--- config.mk ---
export PLATFORM = sky130hd
export DESIGN_NAME = rmq_fifo
export DESIGN_NICKNAME = d
export VERILOG_FILES = /design/src/rtl/rmq_pkg.sv /design/src/rtl/rmq_fifo.sv
export SDC_FILE = /design/constraint.sdc
export NUM_CORES = 1
export LEC_CHECK = 0
export ABC_AREA = 1
export BUFFER_PORTS_ARGS = -buffer_cell sky130_fd_sc_hd__buf_2
export CAP_MARGIN = 0
export CORE_ASPECT_RATIO = 0.5
export CORE_UTILIZATION = 56
export DETAILED_ROUTE_END_ITERATION = 8
export GPL_TIMING_DRIVEN = 0
export PLACE_DENSITY = 0.86
export SETUP_SLACK_MARGIN = 0.02
export SYNTH_ARGS = -nofsm -noshare
export SYNTH_HDL_FRONTEND = slang
export SYNTH_SLANG_ARGS = --single-unit
export TNS_END_PERCENT = 50
--- constraint.sdc ---
create_clock -name clk -period 9.05 [get_ports clk]
set_input_delay 0.905 -clock clk [delete_from_list [all_inputs] [get_ports clk]]
set_output_delay 0.905 -clock clk [all_outputs]
set_load 0.02 [all_outputs]
--- src/rtl/rmq_pkg.sv ---
`timescale 1ns / 1ps
// ----------------------------------------------------------------------------
// rmq_pkg: shared definitions for the matrix to quaternion converter
// Holds the default element width, the queue depth and the component codes.
// ----------------------------------------------------------------------------
package rmq_pkg;

    localparam int ELEM_WIDTH_DEFAULT = 16;
    localparam int QUEUE_DEPTH        = 2;

    // Which quaternion component is taken from the square root.
    typedef enum logic [1:0] {
        COMP_X = 2'd0,
        COMP_Y = 2'd1,
        COMP_Z = 2'd2,
        COMP_W = 2'd3
    } comp_t;

endpackage

--- src/rtl/rmq_fifo.sv ---
`timescale 1ns / 1ps
// ----------------------------------------------------------------------------
// rmq_fifo: decoupling queue
// Small queue between branch selection and the arithmetic pipeline.
// ----------------------------------------------------------------------------
module rmq_fifo
    import rmq_pkg::*;
#(
    parameter int DW    = 4 * ELEM_WIDTH_DEFAULT + 7,
    parameter int DEPTH = QUEUE_DEPTH
)
(
    input  logic          clk,
    input  logic          rst_n,
    input  logic          push,
    input  logic [DW-1:0] push_data,
    output logic          full,
    output logic          pop,
    output logic [DW-1:0] pop_data
);

    localparam int AW = (DEPTH > 1) ? $clog2(DEPTH) : 1;
    localparam int CW = $clog2(DEPTH + 1);

    logic [DW-1:0] mem [DEPTH];
    logic [AW-1:0] wr_ptr_reg;
    logic [AW-1:0] rd_ptr_reg;
    logic [CW-1:0] count_reg;
    logic [CW-1:0] count_next;

    assign full     = (count_reg == CW'(DEPTH));
    assign pop      = (count_reg != '0);
    assign pop_data = mem[rd_ptr_reg];

    always_comb
    begin
        count_next = count_reg;
        if (push && !pop)
        begin
            count_next = count_reg + 1'b1;
        end
        else if (pop && !push)
        begin
            count_next = count_reg - 1'b1;
        end
    end

    always_ff @(posedge clk or negedge rst_n)
    begin
        if (!rst_n)
        begin
            wr_ptr_reg <= '0;
            rd_ptr_reg <= '0;
            count_reg  <= '0;
        end
        else
        begin
            count_reg <= count_next;
            if (push)
            begin
                wr_ptr_reg <= (wr_ptr_reg == AW'(DEPTH - 1)) ? '0 : wr_ptr_reg + 1'b1;
            end
            if (pop)
            begin
                rd_ptr_reg <= (rd_ptr_reg == AW'(DEPTH - 1)) ? '0 : rd_ptr_reg + 1'b1;
            end
        end
    end

    always_ff @(posedge clk)
    begin
        if (push)
        begin
            mem[wr_ptr_reg] <= push_data;
        end
    end

endmodule

Word level (Yosys, flattened, before mapping)
Memories as Yosys holds them, arrays and structs flattened. Cells that the tools add are included.

Register bits after elaboration: 4. Memory bits (writable): 142. Input bits: 74. Output and inout port bits: 73. Word-level logic and storage cells: 21. Memories kept: 1.

Add/subtract/negate cells: 4. Equality and inequality tests: 1. Muxes and demuxes: 6. Reduce and logical (&&, ||, !) cells: 6.

Memories: mem (words 2, bits a word 71, read ports 1, clocked after memory_dff 0, write ports 1, RTL line rmq_fifo.sv:25) `logic [DW-1:0] mem [DEPTH];`.

Operator list (number): two-way mux 1 bit (4); two-way mux 2 bit (2); nonzero test 2 bit (2); adder 1 bit (second input constant) (2); adder 2 x 1 -> 2 bit (second input constant) (1); == test 2 bit (second input constant) (1); logical AND 1 bit (2); logical NOT 1 bit (2); subtractor 2 x 1 -> 2 bit (second input constant) (1).

Longest topological paths before layout
Depth after elaboration: 4. Gate-level depth with buffers: 7. Depth with buffers taken out: 7.

Least setup slack after synthesis
No wires, ideal clock.

Path type: input to register. Start: in push. End: mem mem[0][0] (netlist bit) (enable). Library setup time: 0.502 ns. Arrival: 3.921 ns. Required time: 8.548 ns. Setup slack: 4.627 ns. Cell stages on the path: 2. Buffers on the path: 0. Path through: inv_1 -> nor2_1.

Cells in the longest elaborated chain, start to end: 2.

RTL lines: start, declared (RTL line rmq_fifo.sv:15) `input logic push,`; two-way mux 1 bit (RTL line rmq_fifo.sv:72) `if (push)`; two-way mux 1 bit (implied by the code) (RTL line rmq_fifo.sv:74) `mem[wr_ptr_reg] <= push_data;`; end, declared (RTL line rmq_fifo.sv:25).

No other way between the ends.

Worst setup path after layout
Start: reg rd_ptr_reg. End: out pop_data[44].

Cells in the longest elaborated chain, start to end: 1.

RTL lines: start, declared (RTL line rmq_fifo.sv:27) `logic [AW-1:0] rd_ptr_reg;`; start signal, assigned (RTL line rmq_fifo.sv:65) `rd_ptr_reg <= (rd_ptr_reg == AW'(DEPTH - 1)) ? '0 : rd_ptr_reg + 1'b1;`; memory (2 x 71 bit); end, declared (RTL line rmq_fifo.sv:19) `output logic [DW-1:0] pop_data`.

No other way between the ends.

==> impl_metrics.toml <==
[drt]
wl_per_cell_um = 14.8
wl_um = 10400
drtPass1Iterations = 4
detail-route-antenna-nets = 0
post-route-drc-count = 0
vias_per_cell = 4.93
drt_iter0_markers = 180
dr_total_vias = 3477

[clock_tree]
cts_tree = "built"
cts_num_sinks = 146
ctsHoldBuffers = 0
clkLatencyLatePin_ns = 0.41
clk_path_buf_depth = 2
cts_max_level = 4
clk_pin_slew_ns = 0.06
cts_root_buffer = "clkbuf_16"
numCtsBuffers = 17
cts_resized = 0
post-cts-setup-buffers = 0

[pwr]
ir_drop_mv = 0.167
p_leak_nw = 3.04
powerDensity_nw_per_um2 = 356

[setup_path]
crit_required_ns = 8.15
crit_path_end_kind = "output port"
crit_type = "reg2out"
start_kind = "flop"
critPathMaxFanout = 10
arrival_ns = 1.53

[sta]
clock_skew_ns = 0.00540
setup_viol = 0
finalCriticalPeriod_ns = 2.43
tightest_slew_ns = 0.908
hold_violations = 0
fmax_ghz = 0.411
rsz0062_at_grt = "no"
worst_slack_ns = 6.62
final.setup.tns_ns = 0
relSlewSlack_pct = 39.5
finalCritPeriodShare_pct = 26.9
slew_viol_final = 0

[floorplan]
die_y_um = 71.5
initial_utilization_pct = 59.8
die_x_um = 141
die_area_um2 = 10100
core_area_um2 = 9040
num_io_pins = 147
rows = 24

[global_route]
grt_pass1_vias = 3418
grt_max_degree = 72
track_usage_pct = 21.7
antenna_found_initial = 0
grt_overflow = 0
grt_pass1_wl_um = 15500

[synth]
syn-num-nets = 471
synth_top_flop_cell = "edfxtp_1"
ys_seq_elements = 146
yosysTopAreaCellShare_pct = 78.8
ys_async_sr_fraction_pct = 2.74
yosysMostFrequentCell = "nand2_1"
syn_avg_cell_area_um2 = 13.7
synthesis.area_um2 = 5410
syn-instance-count = 396
synth.distinct_cells = 15
ys_seq_area_share_pct = 80.7
synth.area.top_cells = "edfxtp_1 (79%), nand2_1 (15%), dfrtp_1 (1.9%)"
synth_commonest_cells = "nand2_1 (218), edfxtp_1 (142), buf_6 (8)"
synth_edf_count = 142
yosys.area.top_type = "edfxtp_1"
yosysWarnings = 0

[placement]
dp_cells = 674
portBuffers = 146
preCtsSetupSlack_ns = 6.66
placed_area_um2 = 6360
detailed_place_hpwl_um = 6550
gp_congestion = 0.745

[final_layout]
postLayoutCellArea_um2 = 6930
largest_reg_flops = 142
diodes = 0
layout.cells.non_filler = 705
fillers = 519
final_nets = 638
seq_area_um2 = 4360
multiInputGateArea_um2 = 890
syn2layout_area_growth_pct = 28.2
drive_above_1_share_pct = 33.6

[min_path]
hp-class = "in2async"

[job]
max-cap-violations = 0

[outcome]
outcome = "finished clean"
==> logic make-up after synthesis <==
family | Yosys count | synth area share [%]
xor+xnor | 3 | 0.486
buf+inv | 23 | 3.01
simple gates | 223 | 15.6
fa+ha+maj | 1 | 0.231
flops | 146 | 80.7
==> report_power, final <==
group	switching, W	internal [W]	leakage, nW	total [W]
combinational	0.000588	0.000266	1.39	0.000854
clock	0.000254	0.000424	0.272	0.000678
sequential	0.0000386	0.000900	1.38	0.000938
==> placed cells by master, fill, tap and decap left out <==
cell type,Yosys,routed
nand2_1,218,218
xor2_1,2,2
nor2_1,2,1
buf_6,8,8
buf_2,6,152
nor2_2,1,1
clkinv_1,0,5
inv_4,0,1
clkinvlp_4,0,3
edfxtp_1,142,142
inv_6,1,1
buf_16,0,1
dfrtp_1,4,4
inv_1,7,6
ha_1,1,1
buf_12,0,1
clkbuf_16,0,17
buf_4,1,1
bufinv_16,0,3
clkinv_2,0,3
nand3_1,1,1
nand4_1,1,1
nor2_4,0,1
xnor2_1,1,1
==> worst max-delay path, cell delays in order, from the launching register on <==
cell,delay (ns)
dfrtp_1,0.38
buf_6,0.15
inv_6,0.12
buf_6,0.15
nand2_1,0.07
nand2_1,0.07
buf_2,0.17
==> metal layers <==
layer  global-route usage, %  share of wire (%)  vias to the layer above
li1                        -                  -                     1668
met1                    21.0                 37                     1672
met2                    41.5                 55                      108
met3                    6.75                5.6                       29
met4                    12.4                2.7                        0
met5                       0                  0                        -
==> final cells by class <==
type / instances / share of cell area [%]
timing repair buffer: 148 / 11.2
tap: 130 / 2.35
inverter: 8 / 0.542
clock buffer: 17 / 6.14
clock inverter: 14 / 2.11
buffer: 15 / 1.84
sequential: 146 / 63.0
multi-input combinational: 227 / 12.8
==> per-stage QoR <==
stage | power [W] | hold WS [ns] | util [%]
5_1_grt | 0.00259 | 0.280 | 76.7
3_3_place_gp | 0.00178 | 0.476 | 69.7
4_1_cts | 0.00249 | 0.279 | 76.7
6_report | 0.00247 | 0.289 | 76.7
2_1_floorplan | 0.00151 | 0.463 | -
3_5_place_dp | 0.00180 | 0.505 | 70.4
==> final timing paths <==
| path | start | end | slack (ns) | cells past startpoint |
|---|---|---|---|---|
| max | rd_ptr_reg | pop_data[44] | 6.62 | 6 |
| min | rst_n | count_reg[1] | 0.29 | 1 |
| max reg2reg | wr_ptr_reg | mem[0][60] | 7.32 | 3 |
| min reg2reg | wr_ptr_reg | wr_ptr_reg | 0.56 | 1 |
| max in group asynchronous | rst_n | wr_ptr_reg | 8.64 | 1 |
| min in group clk | wr_ptr_reg | wr_ptr_reg | 0.56 | 1 |
(Power assumes the default switching activity.)
