===== src/rtl/rmq_pkg.sv =====
`timescale 1ns / 1ps
// ----------------------------------------------------------------------------
// rmq_pkg: shared definitions for the matrix to quaternion converter
// Holds the default element width, the queue depth and the component codes.
// ----------------------------------------------------------------------------
package rmq_pkg;

    localparam int ELEM_WIDTH_DEFAULT = 16;
    localparam int QUEUE_DEPTH        = 2;

    // Which quaternion component is taken from the square root.
    typedef enum logic [1:0] {
        COMP_X = 2'd0,
        COMP_Y = 2'd1,
        COMP_Z = 2'd2,
        COMP_W = 2'd3
    } comp_t;

endpackage


===== src/rtl/rmq_front.sv =====
`timescale 1ns / 1ps
// ----------------------------------------------------------------------------
// rmq_front: branch selection
// Picks the Shepperd branch, forms the radicand and the three off-diagonal
// sums or differences, and hands the record to the queue.
// ----------------------------------------------------------------------------
module rmq_front
    import rmq_pkg::*;
#(
    parameter int ELEM_WIDTH = ELEM_WIDTH_DEFAULT,
    parameter int PW         = 4 * ELEM_WIDTH + 7
)
(
    input  logic                         clk,
    input  logic                         rst_n,
    input  logic                         start,
    output logic                         busy,
    input  logic signed [ELEM_WIDTH-1:0] elem0,
    input  logic signed [ELEM_WIDTH-1:0] elem1,
    input  logic signed [ELEM_WIDTH-1:0] elem2,
    input  logic signed [ELEM_WIDTH-1:0] elem3,
    input  logic signed [ELEM_WIDTH-1:0] elem4,
    input  logic signed [ELEM_WIDTH-1:0] elem5,
    input  logic signed [ELEM_WIDTH-1:0] elem6,
    input  logic signed [ELEM_WIDTH-1:0] elem7,
    input  logic signed [ELEM_WIDTH-1:0] elem8,
    input  logic                         full,
    output logic                         push,
    output logic [PW-1:0]                push_data
);

    localparam int W  = ELEM_WIDTH;
    localparam int RW = W + 3;
    localparam logic signed [RW-1:0] ONE = RW'(1) << (W - 2);

    typedef struct packed {
        logic                bad;
        comp_t               diag;
        logic [W:0]          r;
        logic signed [W:0]   da;
        logic signed [W:0]   db;
        logic signed [W:0]   dc;
    } item_t;

    logic signed [RW-1:0] tr;
    logic signed [RW-1:0] r;
    logic                 accept;
    item_t                item;
    item_t                item_reg;
    logic                 valid_reg;
    logic                 valid_next;

    assign tr = RW'(elem0) + RW'(elem4) + RW'(elem8);

    always_comb
    begin
        item = '0;
        if (tr > 0)
        begin
            item.diag = COMP_W;
            r         = tr + ONE;
            item.da   = (W+1)'(elem5) - (W+1)'(elem7);
            item.db   = (W+1)'(elem6) - (W+1)'(elem2);
            item.dc   = (W+1)'(elem1) - (W+1)'(elem3);
        end
        else if (elem0 > elem4 && elem0 > elem8)
        begin
            item.diag = COMP_X;
            r         = ONE + RW'(elem0) - RW'(elem4) - RW'(elem8);
            item.da   = (W+1)'(elem1) + (W+1)'(elem3);
            item.db   = (W+1)'(elem6) + (W+1)'(elem2);
            item.dc   = (W+1)'(elem5) - (W+1)'(elem7);
        end
        else if (elem4 > elem8)
        begin
            item.diag = COMP_Y;
            r         = ONE + RW'(elem4) - RW'(elem0) - RW'(elem8);
            item.da   = (W+1)'(elem1) + (W+1)'(elem3);
            item.db   = (W+1)'(elem5) + (W+1)'(elem7);
            item.dc   = (W+1)'(elem6) - (W+1)'(elem2);
        end
        else
        begin
            item.diag = COMP_Z;
            r         = ONE + RW'(elem8) - RW'(elem0) - RW'(elem4);
            item.da   = (W+1)'(elem6) + (W+1)'(elem2);
            item.db   = (W+1)'(elem5) + (W+1)'(elem7);
            item.dc   = (W+1)'(elem1) - (W+1)'(elem3);
        end
        item.bad = (r <= 0);
        item.r   = item.bad ? '0 : r[W:0];
    end

    assign busy      = valid_reg && full;
    assign push      = valid_reg && !full;
    assign accept    = start && !busy;
    assign push_data = item_reg;

    always_comb
    begin
        valid_next = valid_reg;
        if (accept)
        begin
            valid_next = 1'b1;
        end
        else if (push)
        begin
            valid_next = 1'b0;
        end
    end

    always_ff @(posedge clk or negedge rst_n)
    begin
        if (!rst_n)
        begin
            valid_reg <= 1'b0;
        end
        else
        begin
            valid_reg <= valid_next;
        end
    end

    always_ff @(posedge clk)
    begin
        if (accept)
        begin
            item_reg <= item;
        end
    end

endmodule


===== config.mk =====
export PLATFORM = sky130hd
export DESIGN_NAME = rmq_front
export DESIGN_NICKNAME = d
export VERILOG_FILES = /design/src/rtl/rmq_pkg.sv /design/src/rtl/rmq_front.sv
export SDC_FILE = /design/constraint.sdc
export NUM_CORES = 1
export LEC_CHECK = 0
export BUFFER_PORTS_ARGS = -buffer_cell sky130_fd_sc_hd__buf_2
export CAP_MARGIN = 20
export CORE_UTILIZATION = 42
export DETAILED_ROUTE_END_ITERATION = 16
export HOLD_SLACK_MARGIN = 0.03
export REMOVE_ABC_BUFFERS = 1
export SYNTH_ARGS = -nofsm -noshare
export SYNTH_HDL_FRONTEND = slang
export SYNTH_SLANG_ARGS = --single-unit

===== constraint.sdc =====
create_clock -name clk -period 4.3 [get_ports clk]
set_input_delay 0.645 -clock clk [delete_from_list [all_inputs] [get_ports clk]]
set_output_delay 0.645 -clock clk [all_outputs]
set_load 0.01 [all_outputs]

==> Word-level counts from Yosys, hierarchy flattened <==
Cells that the tools add are included.
{ "totals": {"register_bits": 72, "latch_bits": 0, "ramBits": 0, "romBits": 0, "inputBits": 148, "word_cells": 47, "n_memories": 0} }
{ "classes": {"add_sub_neg": 18, "mul": 0, "div_mod_pow": 0, "n_lt_le_gt_ge": 5, "eq_ne": 0, "shifts": 0, "muxes": 10, "n_bitwise": 0, "n_reduce_logical": 7} }
{ "op_table": {"columns": ["op", "count"], "rows": [
  ["$mux 51", 3],
  ["$add 16x16->17", 4],
  ["$mux 19", 3],
  ["$sub 18x16->19", 3],
  ["$sub 17x16->18", 3],
  ["$add 16x16->17 const A", 3],
  ["$sub 16x16->17", 3],
  ["$gt 16x16->1", 3],
  ["$add 18x16->19 const B", 1],
  ["$le 19x1->1 const B", 1],
  ["$add 17x16->18", 1],
  ["$gt 18x1->1 const B", 1],
  ["$logic_and 1x1->1", 4],
  ["$mux 2", 2],
  ["$logic_not 1->1", 2],
  ["$mux 1", 2],
  ["$reduce_bool 2->1", 1]
]} }

==> Depth between registers and ports, before layout <==
{ "logic_depth": {"ltp_word": 7, "depth_mapped": 21, "mapped_depth_nobuf": 19} }

==> Worst setup path after synthesis <==
Ideal clock, no wire load.
{ "synth_path": {"path_type": "input-to-reg", "start": "input port elem0[1]", "end": "register item_reg, in the netlist push_data[58] (data pin)", "setup_time_ns": 0.272, "arrival_time_ns": 4.678, "required_time_ns": 4.028, "setup_slack_ns": -0.650, "path_stages": 17, "n_path_buf": 1, "path_cell_list": "fa_1 -> ha_1 -> fa_1 -> a21o_1 -> a221oi_1 -> maj3_2 -> a211oi_2 -> o211ai_1 -> a21boi_0 -> nand2b_1 -> ha_1 -> or4_4 -> a2111oi_2 -> mux2i_1 -> o31ai_1 -> buf_6 -> a211oi_2"} }
{ "synth_lines": {"columns": ["element", "line", "rtl"], "rows": [
  ["start: declaration", "rmq_front.sv:18", "input logic signed [ELEM_WIDTH-1:0] elem0,"],
  ["end signal: assignment", "rmq_front.sv:128", "item_reg <= item;"],
  ["end: declaration", "rmq_front.sv:49", "item_t item_reg;"]
]} }

==> Worst setup path after layout <==
{ "layout_path": {"start": "input port elem8[3]", "end": "register item_reg, in the netlist push_data[54] (data pin)"} }
{ "layout_via": {"elab_chain_len": 7, "elab_cells_between_ends": 15, "classes_between": "add/sub: 7; order compare: 4; mux: 3; reduce/logical: 1"} }
{ "layout_lines": {"columns": ["element", "line", "rtl"], "rows": [
  ["start: declaration", "rmq_front.sv:26", "input logic signed [ELEM_WIDTH-1:0] elem8,"],
  ["$add 16x16->17", "rmq_front.sv:85", "r = ONE + RW'(elem8) - RW'(elem0) - RW'(elem4);"],
  ["$sub 17x16->18", "rmq_front.sv:85", null],
  ["$sub 18x16->19", "rmq_front.sv:85", null],
  ["$mux 19", "rmq_front.sv:74", "else if (elem4 > elem8)"],
  ["$mux 19", "rmq_front.sv:66", "else if (elem0 > elem4 && elem0 > elem8)"],
  ["$mux 19 (*)", "rmq_front.sv:58", "if (tr > 0)"],
  ["$le 19x1->1", "rmq_front.sv:90", "item.bad = (r <= 0);"]
]} }
Every way passes the cells marked *; elsewhere a longest branch is shown, timed or not.
A chain may end at the register's enable or synchronous reset.

==> results.cfg <==
[status]
status = complete, but fails checks
violations = negative setup slack

[placement]
globalplace.congestion = 0.9962
dp_slack_ns = -1.006
hpwl_mm = 41.07
io_buffers = 220

[grt]
first_global_vias = 15220
grt_max_degree = 40
grt_overflow = 0
grt_pass1_wl_mm = 76.51
antenna_found_initial = 2
grt_usage_pct = 26.65

[cells_and_area]
regArea_sq_um = 2157
multi_input_comb_area_sq_um = 13040
layout.nets = 2882
n_fill_cell = 3114
area_growth_pct = 41.13
layout-drive-gt1-share_pct = 34.87
largest_reg_flops = 71

[worst_setup_path]
path_buf_inv = 5
path_max_fanout = 6
endpoint_kind = flip-flop
crit_top_cell = inv_2
cp_top_family = compound AO/OA/AOI/OAI gates
crit_required_ns = 4.40
critPathSlowestCell = fa_1
path_cells = buf_2, inv_2, fa_1, inv_2, ha_4, a211o_1, a221oi_4, buf_4, o31ai_2, xor2_1, nor4_4, o2111ai_2, or4_4, a2111oi_4, mux2i_2, o31ai_4, buf_6, nor3_2
arrival_ns = 4.78
cp-start-kind = primary input
critPathMaxStageDelay_ns = 0.58
path_class = primary input to flip-flop

[synth]
synthArstFlopShare_pct = 1.389
ys_warn_count = 0
syn_avg_cell_area_sq_um = 8.399
synthCells = 1802
synth_ff_type = edfxtp_1
seq_area_frac_synth_pct = 14.25
yosysUniqueCellTypes = 86
synth-seq-cells = 72
netlist_area_sq_um = 15140
synth_edf_count = 71

[clock_tree]
cts.sinks = 72
cts_buffers = 9
cts_tree = built
cts_buffer_depth = 2
worstSkewPairLatency_ns = 0.35
cts_root_buf = clkbuf_16
clk_pin_slew_ns = 0.06
htreeDepth = 3

[drt]
drc = 0
firstDrtPassIters = 6
routedWlPerCell_um = 18.06
avgViaCountPerCell = 5.385
drtIter0Drc = 947
wl_mm = 51.11
drtAntennaViolNets = 0
vias = 15250

[timing]
drv_slew = 0
setup_violations = 65
hold_viol_final = 0
fin_skew_ns = 0.009444
tightest_slew_ns = 0.6189
rsz0062_at_grt = true
finalCritPeriodShare_pct = 109.0
slew_headroom_pct = 57.67
max_freq_mhz = 213.3
finalCriticalPeriod_ns = 4.688
finalWorstSetupSlack_ns = -0.3875

[die]
die_area_sq_um = 36800
die_w_um = 191.8
core_sq_um = 35480
start_util_pct = 42.66
die_y_um = 191.8
row_count = 69
boundaryPins = 221

[pwr]
ir_drop_v = 0.0002538
powerDensity_nw_per_um2 = 359.9
power.total_w = 0.007688
cellLeakagePower_nw = 10.30

[hold_path]
hold_path_class = primary input to async pin

[run]
drv_cap = 0
==> per-layer routing <==
layer	track usage [%]	wire, um	up-vias
li1	-	-	7451
met1	33.14	21390	7256
met2	48.61	25600	447
met3	1.334	2371	90
met4	9.158	1740	2
met5	0	13	-
==> cells in the mapped netlist, drive strengths merged, types with 7 or more instances <==
master | instances | area, sq um
nor2b | 39 | 244.0
fa | 74 | 1481
o22ai | 19 | 118.9
xor2 | 27 | 236.5
or3 | 16 | 100.1
xnor2 | 84 | 735.7
buf | 14 | 81.33
a221oi | 12 | 111.4
o31ai | 12 | 90.09
ha | 296 | 3704
a22oi | 7 | 52.55
inv | 231 | 867.1
o211ai | 23 | 172.7
mux2 | 8 | 90.09
a21o | 16 | 120.1
clkbuf | 41 | 153.9
nand3 | 34 | 170.2
nand2b | 20 | 125.1
nor3 | 48 | 245.2
a211oi | 29 | 227.7
a21oi | 137 | 700.7
nor2 | 117 | 449.2
a31oi | 18 | 112.6
o21bai | 20 | 150.1
a311oi | 7 | 61.31
and3 | 17 | 106.4
o21a | 9 | 67.56
mux2i | 21 | 210.2
nor4 | 15 | 100.1
edfxtp | 71 | 2132
or2 | 9 | 56.31
o21ai | 94 | 478.0
nand2 | 114 | 427.9
o41ai | 7 | 80.08
or4 | 8 | 63.81
==> path summary, 6_finish.rpt <==
path | start | end | slack, ns | cells past startpoint
min in group clk | start | valid_reg | 0.51 | 2
max reg2reg | valid_reg | push_data[35] | 2.38 | 3
min reg2reg | valid_reg | valid_reg | 0.68 | 2
max in group asynchronous | rst_n | valid_reg | 4.15 | 1
min | rst_n | valid_reg | 0.06 | 1
max | elem8[3] | push_data[54] | -0.39 | 18
==> cell families (layout without fill, tap and decap cells) <==
group | count (synthesis) | count (layout) | share of synthesized area (%)
xor gates and xnor gates | 111 | 111 | 6.423
DFF | 72 | 72 | 14.25
buffers and inverters | 286 | 853 | 7.283
adders and majority gates | 371 | 371 | 34.33
and+or+nand+nor | 464 | 464 | 15.22
other | 0 | 1 | 0
AOI/OAI and AO/OA | 469 | 469 | 20.51
muxes | 29 | 29 | 1.984
==> cell usage in the layout, fill, tap and decap left out, types with 10 or more instances in the layout <==
master	n
buf_4	333
ha_1	280
inv_1	224
buf_2	217
a21oi_1	118
nor2_1	105
nand2_1	86
xnor2_1	83
edfxtp_1	71
fa_1	69
o21ai_0	57
nor3_1	39
nor2b_1	36
nand3_1	32
buf_6	31
xor2_1	27
o211ai_1	23
a211oi_1	22
o21bai_1	20
mux2i_1	19
o21ai_2	19
o21ai_1	17
and3_1	17
nand2b_1	16
a31oi_1	16
or3_1	16
a21o_1	15
a21oi_2	15
clkbuf_16	14
nand2_4	13
nand2_2	13
ha_4	13
buf_12	13
nor4_1	12
o22ai_2	10
==> stage by stage <==
stage               cell area [sq um]  setup TNS, ns  util, %  hold slack (ns)  instances
CTS                             20040         -6.831    56.49          0.05604       2800
floorplan                       14900        -141.37        -           0.3494       1747
finish                          21360         -10.17    60.20          0.06283       2831
global route                    21360         -21.34    60.20          0.06409       2831
detailed placement              19200         -50.91    54.11           0.4217       2766
global placement                19200         -45.49    54.11           0.4202       2766
==> cell type report <==
type                            instances  area share [%]
Multi-Input combinational cell       1444           61.02
Timing Repair Buffer                  606           20.72
Sequential cell                        72           10.10
Inverter                              231           4.059
Tap cell                              461           2.700
Clock buffer                            9           1.054
Clock inverter                          7          0.3339
Antenna cell                            1         0.01172
==> timing repair <==
item                       CTS  global route
hold buffers                 0             0
pin swaps                   46            48
setup buffers               16            28
setup endpoints to repair   71            71
resized for setup           89           235
gates cloned                 2             6
==> report_power, final <==
part           leakage (nW)  internal (W)  switching, W  total [W]
Sequential            0.689       0.00100     0.0000685    0.00107
Combinational          9.47       0.00284       0.00300    0.00584
Clock                 0.141      0.000450      0.000328   0.000778
Total                  10.3       0.00429       0.00340    0.00769
Note: power is estimated with default switching activity, not from simulation.
